**src/sv/jesc_pkg.sv**
```systemverilog
package jesc_pkg;

  // coordinate and product widths of the iteration datapath
  localparam int unsigned CoordW = 24;
  localparam int unsigned ProdW  = 2 * CoordW;
  localparam int unsigned SumW   = ProdW + 1;
  localparam int unsigned FracW  = 16;

  // escape bound: 64.0 in Q.32
  localparam logic signed [SumW-1:0] ESC_LIMIT = 49'sd274877906944;

  // configuration register indexes
  typedef enum logic [2:0] {
    REG_C_REAL,
    REG_C_IMAG,
    REG_RED_OFS,
    REG_GREEN_OFS,
    REG_BLUE_OFS
  } cfg_reg_t;

  // sequencer states
  typedef enum logic [2:0] {
    ST_IDLE,
    ST_AA,
    ST_BB,
    ST_AB,
    ST_DONE
  } iter_state_t;

  // configuration register contents
  typedef struct packed {
    logic signed [17:0] c_real;
    logic signed [17:0] c_imag;
    logic [5:0]         red_ofs;
    logic [5:0]         green_ofs;
    logic [5:0]         blue_ofs;
  } jesc_cfg_t;

  // finished pixel from the sequencer
  typedef struct packed {
    logic       valid;
    logic [7:0] count;
    logic       bounded;
  } jesc_res_t;

endpackage

```
**src/sv/jesc_cfg.sv**
```systemverilog
module jesc_cfg import jesc_pkg::*; (
  input  logic        clk,
  input  logic        rst,
  input  logic        cfg_valid,
  input  logic [2:0]  cfg_index,
  input  logic [17:0] cfg_data,
  output jesc_cfg_t   cfg
);

  // register file, writes beyond the list are dropped
  always_ff @(posedge clk) begin
    if (rst) begin
      cfg.c_real    <= 18'sd65536;
      cfg.c_imag    <= 18'sd0;
      cfg.red_ofs   <= 6'd0;
      cfg.green_ofs <= 6'd0;
      cfg.blue_ofs  <= 6'd0;
    end else if (cfg_valid) begin
      unique case (cfg_index)
        REG_C_REAL:    cfg.c_real    <= $signed(cfg_data);
        REG_C_IMAG:    cfg.c_imag    <= $signed(cfg_data);
        REG_RED_OFS:   cfg.red_ofs   <= cfg_data[5:0];
        REG_GREEN_OFS: cfg.green_ofs <= cfg_data[5:0];
        REG_BLUE_OFS:  cfg.blue_ofs  <= cfg_data[5:0];
        default: begin
        end
      endcase
    end
  end

endmodule

```
**src/sv/jesc_mul.sv**
```systemverilog
module jesc_mul import jesc_pkg::*; (
  input  logic                     clk,
  input  logic signed [CoordW-1:0] x,
  input  logic signed [CoordW-1:0] y,
  output logic signed [ProdW-1:0]  p
);

  // shared signed multiplier with registered product
  always_ff @(posedge clk) begin
    p <= x * y;
  end

endmodule

```
**src/sv/jesc_iter.sv**
```systemverilog
module jesc_iter import jesc_pkg::*; #(
  parameter int unsigned MAX_ITER = 200
) (
  input  logic               clk,
  input  logic               rst,
  input  jesc_cfg_t          cfg,
  input  logic               start_valid,
  output logic               start_ready,
  input  logic signed [18:0] start_real,
  input  logic signed [20:0] start_imag,
  output jesc_res_t          res,
  input  logic               res_take
);

  iter_state_t state, state_next;

  logic signed [CoordW-1:0] a;
  logic signed [CoordW-1:0] b;
  logic signed [ProdW-1:0]  aa;
  logic [7:0]               n;
  logic                     bounded;

  logic signed [CoordW-1:0] mul_x;
  logic signed [CoordW-1:0] mul_y;
  logic signed [ProdW-1:0]  p;

  logic signed [SumW-1:0]   mag;
  logic signed [SumW-1:0]   diff;
  logic signed [SumW-1:0]   a_sum;
  logic signed [ProdW-1:0]  b_sum;
  logic                     escape;
  logic [7:0]               n_inc;
  logic                     last_iter;

  // operand select for the shared multiplier
  always_comb begin
    mul_x = a;
    mul_y = b;
    unique case (state)
      ST_AA: begin
        mul_x = a;
        mul_y = a;
      end
      ST_BB: begin
        mul_x = b;
        mul_y = b;
      end
      default: begin
        mul_x = a;
        mul_y = b;
      end
    endcase
  end

  jesc_mul u_mul (
    .clk (clk),
    .x   (mul_x),
    .y   (mul_y),
    .p   (p)
  );

  // escape test and update: in ST_AB the product holds b*b, in ST_AA it holds a*b
  assign mag    = $signed({aa[ProdW-1], aa}) + $signed({p[ProdW-1], p});
  assign diff   = $signed({aa[ProdW-1], aa}) - $signed({p[ProdW-1], p});
  assign escape = mag > ESC_LIMIT;
  assign a_sum  = (diff >>> FracW) + $signed({{(SumW-18){cfg.c_real[17]}}, cfg.c_real});
  assign b_sum  = (p >>> (FracW - 1)) + $signed({{(ProdW-18){cfg.c_imag[17]}}, cfg.c_imag});
  assign n_inc  = n + 8'd1;
  assign last_iter = (n_inc == 8'(MAX_ITER));

  // state register
  always_ff @(posedge clk) begin
    if (rst) begin
      state <= ST_IDLE;
    end else begin
      state <= state_next;
    end
  end

  // next state
  always_comb begin
    state_next = state;
    unique case (state)
      ST_IDLE: if (start_valid) state_next = ST_AA;
      ST_AA:   state_next = ST_BB;
      ST_BB:   state_next = ST_AB;
      ST_AB: begin
        if (escape || last_iter) begin
          state_next = ST_DONE;
        end else begin
          state_next = ST_AA;
        end
      end
      ST_DONE: if (res_take) state_next = ST_IDLE;
      default: state_next = ST_IDLE;
    endcase
  end

  // iteration datapath
  always_ff @(posedge clk) begin
    unique case (state)
      ST_IDLE: begin
        if (start_valid) begin
          a <= CoordW'(start_real);
          b <= CoordW'(start_imag);
          n <= 8'd0;
        end
      end
      ST_AA: begin
        // the pending imaginary update from the previous pass
        if (n != 8'd0) b <= b_sum[CoordW-1:0];
      end
      ST_BB: aa <= p;
      ST_AB: begin
        if (escape) begin
          bounded <= 1'b0;
        end else begin
          a       <= a_sum[CoordW-1:0];
          n       <= n_inc;
          bounded <= last_iter;
        end
      end
      default: begin
      end
    endcase
  end

  assign start_ready = (state == ST_IDLE);
  assign res.valid   = (state == ST_DONE);
  assign res.count   = n;
  assign res.bounded = bounded;

endmodule

```
**src/sv/julia_escape_time_pixel_unit.sv**
```systemverilog
// channel   | dir | handshake           | payload
// s_axis    | in  | s_tvalid / s_tready | s_tdata: start_real, start_imag
// m_axis    | out | m_tvalid / m_tready | m_tdata: iterations, stayed_bounded, red, green, blue
// cfg       | in  | cfg_valid/cfg_ready | cfg_index, cfg_data
//
// each iteration is three passes through the single shared multiplier
// s_tready is high only while the sequencer is idle; a finished result waits
// in the output register, and the next pixel may be accepted meanwhile
// reset is synchronous and restores the configuration register values
module julia_escape_time_pixel_unit import jesc_pkg::*; #(
  parameter int unsigned MAX_ITER = 200
) (
  input  logic        clk,
  input  logic        rst,
  // stream in
  input  logic        s_tvalid,
  output logic        s_tready,
  input  logic [39:0] s_tdata,   // start_real[18:0], start_imag[39:19]
  // stream out
  output logic        m_tvalid,
  input  logic        m_tready,
  output logic [39:0] m_tdata,   // iterations[7:0], stayed_bounded[8], red[16:9],
                                 // green[24:17], blue[32:25], zero[39:33]
  // configuration writes
  input  logic        cfg_valid,
  output logic        cfg_ready,
  input  logic [2:0]  cfg_index,
  input  logic [17:0] cfg_data
);

  jesc_cfg_t cfg;
  jesc_res_t res;
  logic      res_take;

  logic [7:0] out_count;
  logic       out_bounded;
  logic [7:0] out_red;
  logic [7:0] out_green;
  logic [7:0] out_blue;
  logic [7:0] chan_base;
  logic [8:0] red_sum;
  logic [8:0] green_sum;
  logic [8:0] blue_sum;

  assign cfg_ready = 1'b1;

  jesc_cfg u_cfg (
    .clk       (clk),
    .rst       (rst),
    .cfg_valid (cfg_valid),
    .cfg_index (cfg_index),
    .cfg_data  (cfg_data),
    .cfg       (cfg)
  );

  jesc_iter #(
    .MAX_ITER (MAX_ITER)
  ) u_iter (
    .clk         (clk),
    .rst         (rst),
    .cfg         (cfg),
    .start_valid (s_tvalid),
    .start_ready (s_tready),
    .start_real  ($signed(s_tdata[18:0])),
    .start_imag  ($signed(s_tdata[39:19])),
    .res         (res),
    .res_take    (res_take)
  );

  // colour channels with saturation at 255
  assign chan_base = res.bounded ? 8'd0 : res.count;
  assign red_sum   = {1'b0, chan_base} + {3'd0, cfg.red_ofs};
  assign green_sum = {1'b0, chan_base} + {3'd0, cfg.green_ofs};
  assign blue_sum  = {1'b0, chan_base} + {3'd0, cfg.blue_ofs};

  assign res_take = res.valid && (!m_tvalid || m_tready);

  // output register control
  always_ff @(posedge clk) begin
    if (rst) begin
      m_tvalid <= 1'b0;
    end else if (res_take) begin
      m_tvalid <= 1'b1;
    end else if (m_tready) begin
      m_tvalid <= 1'b0;
    end
  end

  // output register payload
  always_ff @(posedge clk) begin
    if (res_take) begin
      out_count   <= res.count;
      out_bounded <= res.bounded;
      out_red     <= red_sum[8]   ? 8'd255 : red_sum[7:0];
      out_green   <= green_sum[8] ? 8'd255 : green_sum[7:0];
      out_blue    <= blue_sum[8]  ? 8'd255 : blue_sum[7:0];
    end
  end

  assign m_tdata = {7'd0, out_blue, out_green, out_red, out_bounded, out_count};

  // a bounded point always reports the full iteration limit
  a_bounded_count: assert property (@(posedge clk) disable iff (rst)
    (m_tvalid && m_tdata[8]) |-> (m_tdata[7:0] == 8'(MAX_ITER)))
    else $error("bounded result without full iteration count");

  // an escaped point stops short of the limit
  a_escaped_count: assert property (@(posedge clk) disable iff (rst)
    (m_tvalid && !m_tdata[8]) |-> (m_tdata[7:0] < 8'(MAX_ITER)))
    else $error("escaped result at or beyond iteration limit");

  // the sequencer is busy right after taking a pixel
  a_busy_after_accept: assert property (@(posedge clk) disable iff (rst)
    (s_tvalid && s_tready) |=> !s_tready)
    else $error("ready right after an input transaction");

  // a result is never handed over while the sequencer is idle
  a_take_only_done: assert property (@(posedge clk) disable iff (rst)
    res_take |-> !s_tready)
    else $error("result taken while sequencer idle");

endmodule
```
**config.mk**
```make
export PLATFORM = sky130hd
export DESIGN_NAME = julia_escape_time_pixel_unit
export DESIGN_NICKNAME = d
export VERILOG_FILES = /design/src/sv/jesc_pkg.sv /design/src/sv/jesc_cfg.sv /design/src/sv/jesc_mul.sv /design/src/sv/jesc_iter.sv /design/src/sv/julia_escape_time_pixel_unit.sv
export SDC_FILE = /design/constraint.sdc
export NUM_CORES = 2
export LEC_CHECK = 0
export BUFFER_PORTS_ARGS = -buffer_cell sky130_fd_sc_hd__buf_4
export CAP_MARGIN = 20
export CORE_ASPECT_RATIO = 1.1
export CORE_UTILIZATION = 60
export DETAILED_ROUTE_END_ITERATION = 7
export PLACE_DENSITY = 0.77
export SYNTH_ARGS = -nofsm -noshare
export SYNTH_HDL_FRONTEND = slang
export SYNTH_SLANG_ARGS = --single-unit
```
**constraint.sdc**
```tcl
create_clock -name clk -period 18.3 [get_ports clk]
set_input_delay 3.66 -clock clk [delete_from_list [all_inputs] [get_ports clk]]
set_output_delay 3.66 -clock clk [all_outputs]
set_load 0.05 [all_outputs]
```
==> results.md <==
* Outcome: finished, final reports clean
* Final hold vios at 0
* Hold buffers post-CTS at 0
* Rel. slew slack at a little over a fifth
* Number of synthesized flops with an enable pin at roughly 140
* Slew at the pin with the worst max-slew slack at between 1 and 1.5 ns
* Data arrival, critical path at roughly 10 ns
* Class of the most critical setup path: register to register
* Leading cell type in the layout, fill and taps excluded: sky130_fd_sc_hd__inv_1
* Final antenna-violating net count at 0
* Synth Cell Area at ~37000 µm²
* Master cell of the clock root buffer: sky130_fd_sc_hd__clkbuf_16
* Wire length per cell at between 20 and 25 µm
* Kind of start point of the critical path: register
* Total routing resource utilization after global routing at 35.31%
* Number of cells on the worst hold path at 0
* Top sig layer: met4
* Clock-pin slew of the registers on the worst-case setup and hold paths at approximately 0.070 ns
* Antenna violations before repair at 0
* Fmax at between 100 and 150 MHz
* Class of the tightest hold or removal check: register to register
* Number of cells traversed by the worst register-to-register path at 27
* I/O pins at about 110
* Number of instances in the synthesized netlist at 4096
* Via count of the first global-routing pass at slightly above 30000
* Clock sink count at between 200 and 250
* Crit-path max cell delay at 1.01 ns
* First-pass detailed-route iteration total at 6
* Number of register bits inferred by synthesis at 244
* Peak fanout along the critical path at 96
* Wire length on met2 at around 50000 µm
* Final net count at 5083
* DIE AREA at approximately 63000 µm²
* Clock insertion delay at the later pin of the skew report at around 0.56 ns
* Met3 Routed Length at ~8900 µm
* Unique masters post-synth at approximately 100
* Post-synthesis average cell area at approximately 9.0 µm²
* Worst-path cell with the longest stage delay: sky130_fd_sc_hd__mux2i_1
* Pin count of the biggest net entering global routing at 97
* Endpoints failing setup at 0
* Initial core utilization at between 60% and 70%
* Period Utilization, post-route at between 50 and 60%
* Top library cells by usage in the layout, fill and taps aside: 693 x sky130_fd_sc_hd__inv_1, 613 x sky130_fd_sc_hd__fa_1, 534 x sky130_fd_sc_hd__nand2_1, 441 x sky130_fd_sc_hd__nor2_1, 287 x sky130_fd_sc_hd__ha_1
* Post-CTS Setup Repair Bufs at 0
* Yosys warns at 0
* M1 WL at between 40000 and 50000 µm
* Wire length of the first global-routing pass at 169000 µm
* Count of port buffers added during placement at 100
* DP Wirelength at roughly 88000 µm
* H-tree Lvls at 1
* Total of max-cap violations at 0
* Vias at between 20000 and 30000
* Synth Flop Type: sky130_fd_sc_hd__edfxtp_1
* Vertical die dimension at about 260 µm
* Critical Path End Type: register
* Die W at roughly 240 µm
* Maximum clock skew at final layout at about 0.029 ns
* Count of standard-cell rows at between 90 and 100
* Number of diodes at 0
* CTS tree: yes
* Final max-slew violation count at 0
* Number of resized instances in the post-cts repair step at 0
* Sequential element share of the synthesized area at 16.94%
* CTS buffer count at 24
* Time the worst path needs with I/O delays and setup at 9.875 ns
* CORE AREA at approximately 61000 µm²
* Required time of the critical path at 18.76 ns
* Routed via count divided by cell count at just under 6
* Final routed DRC violation total at 0
* Cell types occupying the most area after synthesis: sky130_fd_sc_hd__fa_1 33%, sky130_fd_sc_hd__edfxtp_1 11%, sky130_fd_sc_hd__ha_1 9.7%, sky130_fd_sc_hd__inv_1 7.0%, sky130_fd_sc_hd__dfxtp_1 5.7%
* Iteration-0 DRC count of the detailed router at 2500
* Final RePlAce weighted congestion at around 1
* Dominant cell type by count on the critical path: sky130_fd_sc_hd__fa_1
* Overall overflow remaining after global route at 0
* Ratio of cells with drive above 1 in the final layout at just over 7%
* Cell type with the largest total area after synthesis: sky130_fd_sc_hd__fa_1
* Area fraction of the dominant cell type after synthesis at roughly a third
* Total negative setup slack at 0 ns
* Area overhead of the layout relative to synthesis at 6.640%
* Setup repair after global routing missed its margin: no
* Share of synthesized flip-flops with an asynchronous set or reset at 0%
* Routed Wire Length at approximately 110000 µm
* Buffer depth of the longest clock path at 3
## worst paths after layout
path / slack (ns) / from / endpoint
max: 8.42 / u_iter.state[1] / u_iter.u_mul.p[46]
min: 0.45 / u_iter.u_mul.p[39] / u_iter.aa[39]
max reg2reg: 8.42 / u_iter.state[1] / u_iter.u_mul.p[46]
min reg2reg: 0.45 / u_iter.u_mul.p[39] / u_iter.aa[39]
## metal layers
| layer | up-vias | track usage, % |
|---|---|---|
| met2 | 1405 | 56.50 |
| met3 | 319 | 5.441 |
| met5 | - | 0 |
| met4 | 0 | 18.12 |
| met1 | 14600 | 46.61 |
| li1 | 13060 | - |
## layout make-up
type                            instances  area [µm²]
Sequential cell                       244        6266
Fill cell                            5128       21530
Clock buffer                           31       732.0
Multi-Input combinational cell       2989       27470
Tap cell                              824        1031
Timing Repair Buffer                  153        1174
Clock inverter                         13       125.1
Inverter                              705        2648
## flip-flops by register name, summed over array words and instances, names as in the netlist
name and cells:
m_tvalid 1, out_blue 8, out_bounded 1, out_count 8
out_green 8, out_red 8, u_cfg.cfg 54, u_iter.a 24
u_iter.aa 48, u_iter.b 24, u_iter.bounded 1, u_iter.n 8
u_iter.state 3, u_iter.u_mul.p 48
## kinds of logic after synthesis
logic type / Yosys count / synth area share [%]
and+or+nand+nor: 1256 / 14.72
DFF: 244 / 16.94
other: 2 / 0.02030
buffers and inverters: 869 / 9.011
AOI/OAI and AO/OA: 586 / 10.34
muxes: 98 / 2.743
xor gates and xnor gates: 141 / 3.339
adders and majority gates: 900 / 42.88
## Yosys cell counts, types with 27 or more instances
cell type / instances
sky130_fd_sc_hd__o21ai_0: 123
sky130_fd_sc_hd__o21bai_1: 28
sky130_fd_sc_hd__a21oi_1: 181
sky130_fd_sc_hd__dfxtp_1: 106
sky130_fd_sc_hd__xor2_1: 39
sky130_fd_sc_hd__fa_1: 613
sky130_fd_sc_hd__nand2b_1: 36
sky130_fd_sc_hd__o31ai_1: 31
sky130_fd_sc_hd__inv_1: 693
sky130_fd_sc_hd__nor2_1: 441
sky130_fd_sc_hd__mux2_2: 27
sky130_fd_sc_hd__xnor2_1: 102
sky130_fd_sc_hd__nand3_1: 37
sky130_fd_sc_hd__nor3_1: 29
sky130_fd_sc_hd__clkbuf_1: 125
sky130_fd_sc_hd__nand2_1: 535
sky130_fd_sc_hd__a21o_1: 53
sky130_fd_sc_hd__nor2b_1: 39
sky130_fd_sc_hd__edfxtp_1: 138
sky130_fd_sc_hd__ha_1: 287
sky130_fd_sc_hd__mux2i_1: 71
## worst max-delay path, delay by kind of cell, from the launching register on
kind | cells | cell delay [ns]
buf+inv | 5 | 0.61
flops | 1 | 0.49
mux | 1 | 1.01
simple gates | 6 | 1.10
compound gates | 6 | 2.29
xor+xnor | 1 | 0.12
fa+ha+maj | 8 | 3.88
## metrics by stage
| stage | hold WS, ns | util [%] | instances | instance area [µm²] | setup slack, ns |
|---|---|---|---|---|---|
| 3_5_place_dp | 0.4323 | 63.26 | 4913 | 38570 | 8.775 |
| 5_1_grt | 0.4669 | 64.69 | 4959 | 39450 | 8.101 |
| 4_1_cts | 0.4522 | 64.66 | 4957 | 39430 | 8.705 |
| 6_report | 0.4503 | 64.69 | 4959 | 39450 | 8.425 |
| 3_3_place_gp | 0.4433 | 63.15 | 4906 | 38510 | 8.799 |
| 2_1_floorplan | 0.4148 | - | 4102 | 37010 | 8.414 |
Power is not shown: default switching activity piles up to over one toggle a cycle in this logic, so the estimate is an artifact.
